===== config.mk =====
export PLATFORM = sky130hd
export DESIGN_NAME = hybrid_quicksort_insertion_core
export DESIGN_NICKNAME = d
export VERILOG_FILES = /design/src/rtl/hqic_pkg.sv /design/src/rtl/hqic_ram.sv /design/src/rtl/hybrid_quicksort_insertion_core.sv
export VERILOG_INCLUDE_DIRS = /design/src /design/src/rtl
export SDC_FILE = /design/constraint.sdc
export NUM_CORES = 2
export LEC_CHECK = 0
export ABC_AREA = 1
export BUFFER_PORTS_ARGS = -buffer_cell sky130_fd_sc_hd__buf_2
export CORE_UTILIZATION = 55
export CTS_CLUSTER_SIZE = 40
export DETAILED_ROUTE_END_ITERATION = 7
export PLACE_DENSITY_LB_ADDON = 0.2
export SLEW_MARGIN = 10
export SYNTH_ARGS = -nofsm -noshare
export SYNTH_HDL_FRONTEND = slang
export SYNTH_SLANG_ARGS = --single-unit
export TNS_END_PERCENT = 50

===== constraint.sdc =====
create_clock -name clk -period 6.71 [get_ports clk]
set_input_delay 1.342 -clock clk [delete_from_list [all_inputs] [get_ports clk]]
set_output_delay 1.342 -clock clk [all_outputs]
set_load 0.01 [all_outputs]

===== src/rtl/hybrid_quicksort_insertion_core_defines.svh =====
`ifndef HYBRID_QUICKSORT_INSERTION_CORE_DEFINES_SVH
`define HYBRID_QUICKSORT_INSERTION_CORE_DEFINES_SVH

// Same-cycle implication, sampled on clk, off while arst_n is low.
`define HQIC_ASSERT_NOW(lbl, ante, cons, msg) \
	lbl: assert property (@(posedge clk) disable iff (!arst_n) (ante) |-> (cons)) \
		else $error(msg);

// Next-cycle implication, sampled on clk, off while arst_n is low.
`define HQIC_ASSERT_NEXT(lbl, ante, cons, msg) \
	lbl: assert property (@(posedge clk) disable iff (!arst_n) (ante) |=> (cons)) \
		else $error(msg);

`endif


===== src/rtl/hqic_pkg.sv =====
package hqic_pkg;

	localparam int CAPACITY_DEF   = 64;
	localparam int VALUE_BITS_DEF = 32;
	localparam int FIELD_W        = 32;
	localparam int LIMIT_W        = 7;
	localparam logic [LIMIT_W-1:0] LIMIT_RESET = 7'd16;

	typedef struct packed {
		logic signed [FIELD_W-1:0] item_value;
		logic                      item_last;
	} item_t;

	typedef struct packed {
		logic signed [FIELD_W-1:0] sorted_value;
		logic                      sorted_last;
		logic                      overflowed;
	} result_t;

endpackage


===== src/rtl/hqic_ram.sv =====
module hqic_ram #(
	parameter int WIDTH = 32,
	parameter int DEPTH = 64
) (
	input  logic                     clk,
	input  logic                     we,
	input  logic [$clog2(DEPTH)-1:0] waddr,
	input  logic [WIDTH-1:0]         wdata,
	input  logic [$clog2(DEPTH)-1:0] raddr,
	output logic [WIDTH-1:0]         rdata
);

	logic [WIDTH-1:0] mem_q [DEPTH];

	always_ff @(posedge clk) begin
		if (we) begin
			mem_q[waddr] <= wdata;
		end
		rdata <= mem_q[raddr];
	end

endmodule


===== src/rtl/hybrid_quicksort_insertion_core.sv =====
// Load: one item per cycle, busy stays low until an item marked last arrives.
// Sort: separate insertion and partition comparators on a one-read, one-write value store; ranges
// no larger than the range limit are insertion-sorted, larger ones are partitioned.
// Emit: n results on consecutive cycles, each read from the value store and registered with its strobe.
// Results cannot be held off; busy falls in the cycle after the last result strobe.
// Async reset clears counts, stack and flags, and sets the range limit to 16.
`include "hybrid_quicksort_insertion_core_defines.svh"

module hybrid_quicksort_insertion_core
	import hqic_pkg::*;
#(
	parameter int CAPACITY   = CAPACITY_DEF,
	parameter int VALUE_BITS = VALUE_BITS_DEF
) (
	input  logic               clk,
	input  logic               arst_n,
	input  logic               cfg_wr_en,
	input  logic [LIMIT_W-1:0] cfg_wr_data,
	input  logic               start,
	input  item_t              item,
	output logic               busy,
	output logic               result_strobe,
	output result_t            result
);

	localparam int IDX_W = $clog2(CAPACITY);
	localparam int CNT_W = IDX_W + 1;
	localparam int STK_W = 2 * IDX_W;

	typedef enum logic [16:0] {
		S_IDLE       = 17'h00001,
		S_POP        = 17'h00002,
		S_RANGE      = 17'h00004,
		S_INS_I      = 17'h00008,
		S_INS_KEY    = 17'h00010,
		S_INS_CMP    = 17'h00020,
		S_INS_PUT    = 17'h00040,
		S_PART_PIV   = 17'h00080,
		S_PART_RD    = 17'h00100,
		S_PART_CMP   = 17'h00200,
		S_PART_SW    = 17'h00400,
		S_PART_SW2   = 17'h00800,
		S_PART_F1    = 17'h01000,
		S_PART_F2    = 17'h02000,
		S_PART_PUSH2 = 17'h04000,
		S_EMIT       = 17'h08000,
		S_FINISH     = 17'h10000
	} state_t;

	state_t state_q, state_d;

	logic [LIMIT_W-1:0]    lim_q;
	logic [CNT_W-1:0]      count_q, n_q, top_q, i_q, k_q;
	logic [IDX_W-1:0]      lo_q, hi_q, j_q, ip_q;
	logic                  dropped_q;
	logic [VALUE_BITS-1:0] key_q, pivot_q, vj_q;
	logic                  res_v_s1, res_last_s1, res_ovf_s1;

	logic                  st_we;
	logic [IDX_W-1:0]      st_waddr, st_raddr;
	logic [VALUE_BITS-1:0] st_wdata, st_rdata;
	logic                  stk_we;
	logic [IDX_W-1:0]      stk_raddr;
	logic [STK_W-1:0]      stk_wdata, stk_rdata;

	logic                  accept, room, ins_less, part_less, small_rng;
	logic [63:0]           in_ext, out_ext;
	logic [VALUE_BITS-1:0] in_val;
	logic [CNT_W-1:0]      n_load, n_load_m1, n_m1, top_dec, i_m1, size;
	logic [IDX_W-1:0]      rlo, rhi;
	logic                  push_hi, push_lo;

	assign busy    = (state_q != S_IDLE);
	assign accept  = start && !busy;
	assign room    = (count_q < CNT_W'(CAPACITY));
	assign in_ext  = 64'($unsigned(item.item_value));
	assign in_val  = in_ext[VALUE_BITS-1:0];
	assign n_load  = count_q + CNT_W'(room);
	assign n_load_m1 = n_load - 1'b1;
	assign n_m1    = n_q - 1'b1;
	assign top_dec = top_q - 1'b1;
	assign i_m1    = i_q - 1'b1;
	assign rlo     = stk_rdata[STK_W-1:IDX_W];
	assign rhi     = stk_rdata[IDX_W-1:0];
	assign size    = CNT_W'(rhi) - CNT_W'(rlo) + 1'b1;
	assign small_rng = (8'(size) <= 8'(lim_q));
	assign ins_less  = ($signed(key_q) < $signed(st_rdata));
	assign part_less = ($signed(st_rdata) < $signed(pivot_q));
	assign push_hi = (CNT_W'(hi_q) >= CNT_W'(ip_q) + CNT_W'(2))
		&& (top_q < CNT_W'(CAPACITY));
	assign push_lo = (CNT_W'(ip_q) >= CNT_W'(lo_q) + CNT_W'(2))
		&& (top_q < CNT_W'(CAPACITY));

	always_comb begin
		state_d   = state_q;
		st_we     = 1'b0;
		st_waddr  = count_q[IDX_W-1:0];
		st_wdata  = in_val;
		st_raddr  = k_q[IDX_W-1:0];
		stk_we    = 1'b0;
		stk_wdata = {lo_q, hi_q};
		stk_raddr = top_dec[IDX_W-1:0];
		case (state_q)
			S_IDLE: begin
				if (accept) begin
					st_we = room;
					if (item.item_last) begin
						if (n_load >= CNT_W'(2)) begin
							stk_we    = 1'b1;
							stk_wdata = {IDX_W'(0), n_load_m1[IDX_W-1:0]};
						end
						state_d = S_POP;
					end
				end
			end
			S_POP: begin
				state_d = (top_q == '0) ? S_EMIT : S_RANGE;
			end
			S_RANGE: begin
				st_raddr = rhi;
				state_d  = small_rng ? S_INS_I : S_PART_PIV;
			end
			S_INS_I: begin
				st_raddr = i_q[IDX_W-1:0];
				state_d  = (i_q > CNT_W'(hi_q)) ? S_POP : S_INS_KEY;
			end
			S_INS_KEY: begin
				st_raddr = i_m1[IDX_W-1:0];
				state_d  = S_INS_CMP;
			end
			S_INS_CMP: begin
				st_we    = 1'b1;
				st_waddr = j_q + 1'b1;
				st_raddr = j_q - 1'b1;
				if (ins_less) begin
					// shift the larger entry up one slot
					st_wdata = st_rdata;
					state_d  = (j_q == lo_q) ? S_INS_PUT : S_INS_CMP;
				end else begin
					st_wdata = key_q;
					state_d  = S_INS_I;
				end
			end
			S_INS_PUT: begin
				st_we    = 1'b1;
				st_waddr = lo_q;
				st_wdata = key_q;
				state_d  = S_INS_I;
			end
			S_PART_PIV: begin
				state_d = S_PART_RD;
			end
			S_PART_RD: begin
				if (j_q == hi_q) begin
					st_raddr = ip_q;
					state_d  = S_PART_F1;
				end else begin
					st_raddr = j_q;
					state_d  = S_PART_CMP;
				end
			end
			S_PART_CMP: begin
				st_raddr = ip_q;
				if (part_less && (ip_q != j_q)) begin
					state_d = S_PART_SW;
				end else begin
					state_d = S_PART_RD;
				end
			end
			S_PART_SW: begin
				st_we    = 1'b1;
				st_waddr = j_q;
				st_wdata = st_rdata;
				state_d  = S_PART_SW2;
			end
			S_PART_SW2: begin
				st_we    = 1'b1;
				st_waddr = ip_q;
				st_wdata = vj_q;
				state_d  = S_PART_RD;
			end
			S_PART_F1: begin
				st_we    = 1'b1;
				st_waddr = hi_q;
				st_wdata = st_rdata;
				state_d  = S_PART_F2;
			end
			S_PART_F2: begin
				st_we     = 1'b1;
				st_waddr  = ip_q;
				st_wdata  = pivot_q;
				stk_we    = push_hi;
				stk_wdata = {ip_q + 1'b1, hi_q};
				state_d   = S_PART_PUSH2;
			end
			S_PART_PUSH2: begin
				stk_we    = push_lo;
				stk_wdata = {lo_q, ip_q - 1'b1};
				state_d   = S_POP;
			end
			S_EMIT: begin
				state_d = (k_q == n_m1) ? S_FINISH : S_EMIT;
			end
			S_FINISH: begin
				state_d = S_IDLE;
			end
			default: begin
				state_d = S_IDLE;
			end
		endcase
	end

	always_ff @(posedge clk or negedge arst_n) begin
		if (!arst_n) begin
			state_q     <= S_IDLE;
			lim_q       <= LIMIT_RESET;
			count_q     <= '0;
			n_q         <= '0;
			top_q       <= '0;
			i_q         <= '0;
			k_q         <= '0;
			lo_q        <= '0;
			hi_q        <= '0;
			j_q         <= '0;
			ip_q        <= '0;
			dropped_q   <= 1'b0;
			res_v_s1    <= 1'b0;
			res_last_s1 <= 1'b0;
			res_ovf_s1  <= 1'b0;
		end else begin
			state_q  <= state_d;
			res_v_s1 <= (state_q == S_EMIT);
			if (cfg_wr_en) begin
				lim_q <= cfg_wr_data;
			end
			if ((state_q == S_POP) && (top_q != '0)) begin
				top_q <= top_dec;
			end else if (stk_we) begin
				top_q <= top_q + 1'b1;
			end
			case (state_q)
				S_IDLE: begin
					if (accept) begin
						if (room) begin
							count_q <= count_q + 1'b1;
						end else begin
							dropped_q <= 1'b1;
						end
						if (item.item_last) begin
							n_q <= n_load;
							k_q <= '0;
						end
					end
				end
				S_RANGE: begin
					lo_q <= rlo;
					hi_q <= rhi;
					i_q  <= CNT_W'(rlo) + 1'b1;
					j_q  <= rlo;
					ip_q <= rlo;
				end
				S_INS_KEY: begin
					j_q <= i_m1[IDX_W-1:0];
				end
				S_INS_CMP: begin
					if (!ins_less) begin
						i_q <= i_q + 1'b1;
					end else if (j_q != lo_q) begin
						j_q <= j_q - 1'b1;
					end
				end
				S_INS_PUT: begin
					i_q <= i_q + 1'b1;
				end
				S_PART_CMP: begin
					if (!part_less) begin
						j_q <= j_q + 1'b1;
					end else if (ip_q == j_q) begin
						ip_q <= ip_q + 1'b1;
						j_q  <= j_q + 1'b1;
					end
				end
				S_PART_SW2: begin
					ip_q <= ip_q + 1'b1;
					j_q  <= j_q + 1'b1;
				end
				S_EMIT: begin
					res_last_s1 <= (k_q == n_m1);
					res_ovf_s1  <= dropped_q;
					k_q         <= k_q + 1'b1;
				end
				S_FINISH: begin
					count_q   <= '0;
					dropped_q <= 1'b0;
					top_q     <= '0;
				end
				default: begin
				end
			endcase
		end
	end

	// hold compare operands
	always_ff @(posedge clk) begin
		if (state_q == S_INS_KEY) begin
			key_q <= st_rdata;
		end
		if (state_q == S_PART_PIV) begin
			pivot_q <= st_rdata;
		end
		if (state_q == S_PART_CMP) begin
			vj_q <= st_rdata;
		end
	end

	hqic_ram #(
		.WIDTH (VALUE_BITS),
		.DEPTH (CAPACITY)
	) u_value_store (
		.clk   (clk),
		.we    (st_we),
		.waddr (st_waddr),
		.wdata (st_wdata),
		.raddr (st_raddr),
		.rdata (st_rdata)
	);

	hqic_ram #(
		.WIDTH (STK_W),
		.DEPTH (CAPACITY)
	) u_range_stack (
		.clk   (clk),
		.we    (stk_we),
		.waddr (top_q[IDX_W-1:0]),
		.wdata (stk_wdata),
		.raddr (stk_raddr),
		.rdata (stk_rdata)
	);

	assign out_ext              = 64'(st_rdata);
	assign result_strobe        = res_v_s1;
	assign result.sorted_value  = out_ext[FIELD_W-1:0];
	assign result.sorted_last   = res_last_s1;
	assign result.overflowed    = res_ovf_s1;

	`HQIC_ASSERT_NOW(a_strobe_busy, result_strobe, busy, "result item outside a busy phase")
	`HQIC_ASSERT_NOW(a_count_cap, 1'b1, count_q <= CNT_W'(CAPACITY), "item count above capacity")
	`HQIC_ASSERT_NOW(a_top_cap, 1'b1, top_q <= CNT_W'(CAPACITY), "range stack overrun")
	`HQIC_ASSERT_NEXT(a_last_busy, accept && item.item_last, busy, "last item did not start sort")

endmodule

==> parameters.txt <==
Parameter                              Value

Pwr
  Part of the total power dissipated in sequential elements    0.392
  Clock Power Share    0.299
  Worst vdd rail ir drop    383 uV
  Sum of internal, switching and leakage power    60.1 mW
  Sw Share    0.366
  Pwr dens    401 nW/um2
  Leakage power figure    57.5 nW
  Switching power    22.0 mW
  Pint    38.1 mW
  Relative contribution of combinational cells to total power    0.308

Global route
  Wire length of the first global-routing pass    586 mm
  Number of global-route vias before repair    89700
  Initial antenna violation count    20
  Final global-route overflow total    0
  Maximum number of pins on one net before global-route repair    196
  Aggregate global-route resource usage    0.318

STA
  Final hold violation count    0
  Final count of negative-setup-slack endpoints    0
  Least setup slack across all paths after layout    838 ps
  RSZ-0062 raised after global routing    false
  Final critical-path required period    5870 ps
  Max Clock Skew    97.8 ps
  Measured slew at the worst slew-check pin    1330 ps
  Headroom to the max-slew limit    0.113
  Fin. max-slew vios    0
  Maximum achievable frequency    0.170 GHz
  Ratio of final minimum period to clock period    0.875

Synth
  Number of unique standard cell types used by synthesis    63
  Synth Register Bits    3043
  Average footprint of a synthesized cell    11.3 um2
  Share of the synthesized area in the top cell type    0.649
  Synth Cell Area    135000 um2
  Net Count, Synth    12100
  Biggest area consumer among synthesized cells    sky130_fd_sc_hd__edfxtp_1
  Number of enable flip-flop cells after synthesis    2912
  Ys flop type    sky130_fd_sc_hd__edfxtp_1
  Post-synthesis instance total    11900
  Share of flip-flops with an asynchronous set or reset after synthesis    0.0286
  Post-synthesis sequential area ratio    0.672
  Top cells by area in the synthesized netlist    sky130_fd_sc_hd__edfxtp_1, sky130_fd_sc_hd__nand3_1, sky130_fd_sc_hd__nand2_1
  Yosys synthesis warning count    0

Placed design
  Count of buffers from port buffering    79
  Final weighted congestion in routability-driven placement    0.973
  Detailed placement HPWL    228 mm
  Pre-CTS setup slack    1040 ps

Route
  Via total after detailed routing    93600
  Number of vias per cell    6.11
  Drt pass-1 iters    6
  Violation count after the first detailed-route iteration    13500
  Number of nets with antenna violations after routing    0
  Total length of routed wires    398 mm
  Remaining DRCs    0
  DR WL/cell    25.9 um

Setup path
  Series of cell instances along the critical path    inv_2 > nand2_1 > nand2_1 > nor2_1 > nand3_1 > o21ai_1 > a21oi_1 > nand2_8 > buf_12 > buf_4 > buf_4 > nand3b_1 > nand3_1 > nand3_1 > nand3_1 > nand3_1 > nand3_1 > nand2_1
  WS Path Type    register to register
  Required time of the critical path    7550 ps
  Critical Path Sink Type    register
  R2R Path Start    j_q[0]$_DFFE_PN0P_
  Signal arrival time at the worst endpoint    6710 ps
  Slowest stage cell on the critical path    sky130_fd_sc_hd__buf_4
  Setup crit start    j_q[0]$_DFFE_PN0P_
  Highest net fanout along the worst path    94
  Cell repeated most along the worst path    sky130_fd_sc_hd__nand3_1
  Startpoint type of the worst setup path    register
  CP max stage delay    790 ps

Floorplanning
  Vertical die dimension    497 um
  Die Span X    497 um
  CORE AREA    243000 um2
  Number of standard-cell rows in the floorplan    181
  Die outline area    247000 um2
  IO Count    80
  Starting utilization of the core area    0.553

Final layout
  Most frequent cells in the layout    sky130_fd_sc_hd__edfxtp_1, sky130_fd_sc_hd__nand3_1, sky130_fd_sc_hd__nand2_1
  Layout Nets    12000
  Share of post-route cells with drive strength above 1    0.0821
  P&R area growth vs syn    11.1%
  Leading cell type in the layout, fill and taps excluded    sky130_fd_sc_hd__edfxtp_1

Clock tree
  Resized Gates After CTS    0
  Maximum clock path buffer count    4
  Clock tree from TritonCTS    done
  Skew-Pair Late Insertion Delay    980 ps
  Count of hold-fix buffers inserted at cts    0
  CTS H-tree depth    5
  CTS clk-pin slew, worst paths    70 ps
  Clock sink total    3043
  Setup bufs post-CTS    0
  Clock buffer count from CTS    328
  CTS root buffer    sky130_fd_sc_hd__clkbuf_16

Run
  Max-Cap Viols    0

Run status
  Result of the run    finished clean

Min path
  Hold Path Class    input port to async pin
worst max-delay path: cells and delay by family, from the launching register on:
kind,cells,cell delay [ps]
compound gates,2,480
buf+inv,4,2150
flops,1,660
simple gates,12,2300
power groups by stage:
| stage | registers [mW] | clock network (mW) | logic [mW] |
|---|---|---|---|
| floorplan | 23.3 | 0 | 11.8 |
| global placement | 23.9 | 0 | 17.8 |
| detailed placement | 23.9 | 0 | 18.2 |
| CTS | 23.5 | 18.1 | 18.3 |
| global route | 23.6 | 18.8 | 20.0 |
| finish | 23.6 | 18.0 | 18.5 |
cell type report:
cell class	instances	area [um2]
clock inverter	166	1810
inverter	1526	5750
clock buffer	414	8770
multi-input combinational	6631	36000
timing repair buffer	347	2860
antenna	3	7.51
tap	3202	4010
fill	18800	93700
sequential	3043	90500
sequential cells by signal, summed over array words and instances, names as in the netlist, 7 cells and up:
signal,cells
pivot_q,32
k_q,7
vj_q,32
state_q,17
top_q,7
i_q,7
n_q,7
u_value_store.mem_q,2048
key_q,32
count_q,7
lim_q,7
u_range_stack.mem_q,768
u_range_stack.rdata,12
u_value_store.rdata,32
path summary, 6_finish.rpt:
check	depth (start not counted)	slack, ps	end
worst max-delay path	18	840	u_value_store.rdata[23]$_DFF_P_
worst min-delay path	1	430	res_ovf_s1$_DFFE_PN0P_
worst max register to register	18	840	u_value_store.rdata[23]$_DFF_P_
worst min register to register	2	480	res_ovf_s1$_DFFE_PN0P_
max in group asynchronous	2	5100	top_q[0]$_DFFE_PN0P_
min in group clk	2	480	res_ovf_s1$_DFFE_PN0P_
synthesized netlist by cell type (3+ instances only):
master                      instances
sky130_fd_sc_hd__buf_1             32
sky130_fd_sc_hd__clkbuf_1         284
sky130_fd_sc_hd__o22ai_1           14
sky130_fd_sc_hd__dfxtp_1           44
sky130_fd_sc_hd__edfxtp_1        2912
sky130_fd_sc_hd__a221oi_1          34
sky130_fd_sc_hd__a211oi_1           5
sky130_fd_sc_hd__o32ai_1           83
sky130_fd_sc_hd__nand3b_1         705
sky130_fd_sc_hd__buf_6              7
sky130_fd_sc_hd__nor2_1           613
sky130_fd_sc_hd__ha_1             118
sky130_fd_sc_hd__nand2_2            7
sky130_fd_sc_hd__buf_4             17
sky130_fd_sc_hd__nor2_4             6
sky130_fd_sc_hd__xor2_1            42
sky130_fd_sc_hd__o2111ai_1          4
sky130_fd_sc_hd__nand3_2            9
sky130_fd_sc_hd__o311ai_0           3
sky130_fd_sc_hd__o221ai_1         120
sky130_fd_sc_hd__xnor2_1           16
sky130_fd_sc_hd__nor3_1            36
sky130_fd_sc_hd__nand2_1         1798
sky130_fd_sc_hd__clkinv_1           4
sky130_fd_sc_hd__dfrtp_1           85
sky130_fd_sc_hd__mux2i_1          110
sky130_fd_sc_hd__a21o_1             4
sky130_fd_sc_hd__nand3_1         2306
sky130_fd_sc_hd__a21oi_1           75
sky130_fd_sc_hd__a31oi_1            4
sky130_fd_sc_hd__inv_1           1501
sky130_fd_sc_hd__o21a_1             5
sky130_fd_sc_hd__o21ai_1            5
sky130_fd_sc_hd__nand4_1           40
sky130_fd_sc_hd__o21ai_0          339
sky130_fd_sc_hd__nand2_4            5
sky130_fd_sc_hd__inv_2             21
sky130_fd_sc_hd__nor4_1            14
sky130_fd_sc_hd__buf_2            409
sky130_fd_sc_hd__o211ai_1          75
sky130_fd_sc_hd__nor2_2            12
per-layer routing:
metal	vias up	GRT usage	wire length, um
li1	41600	-	-
met1	45700	0.453	158000
met2	5471	0.480	178000
met3	870	0.0670	46600
met4	8	0.120	15400
met5	-	0	47
per-stage QoR:
step	hold slack (ps)	TNS (ps)	utilization	cells	cell area (um2)
after global routing	444	0	0.615	15300	150000
after floorplan	442	-20700	-	11900	135000
after detailed placement	473	0	0.572	14700	139000
final	433	0	0.615	15300	150000
after global placement	461	0	0.572	14700	139000
after CTS	407	0	0.615	15300	150000
cells by family (layout without fill, tap and decap cells):
logic type,Yosys count,count (layout),share of synthesized area
muxes,111,111,0.00825
DFF,3043,3043,0.672
adders and majority gates,119,119,0.0111
xor gates and xnor gates,58,58,0.00377
buffers and inverters,2275,2453,0.0680
and+or+nand+nor,5560,5560,0.199
other,0,3,0
AOI/OAI and AO/OA,783,783,0.0381
Power figures use the tool's default switching activity.
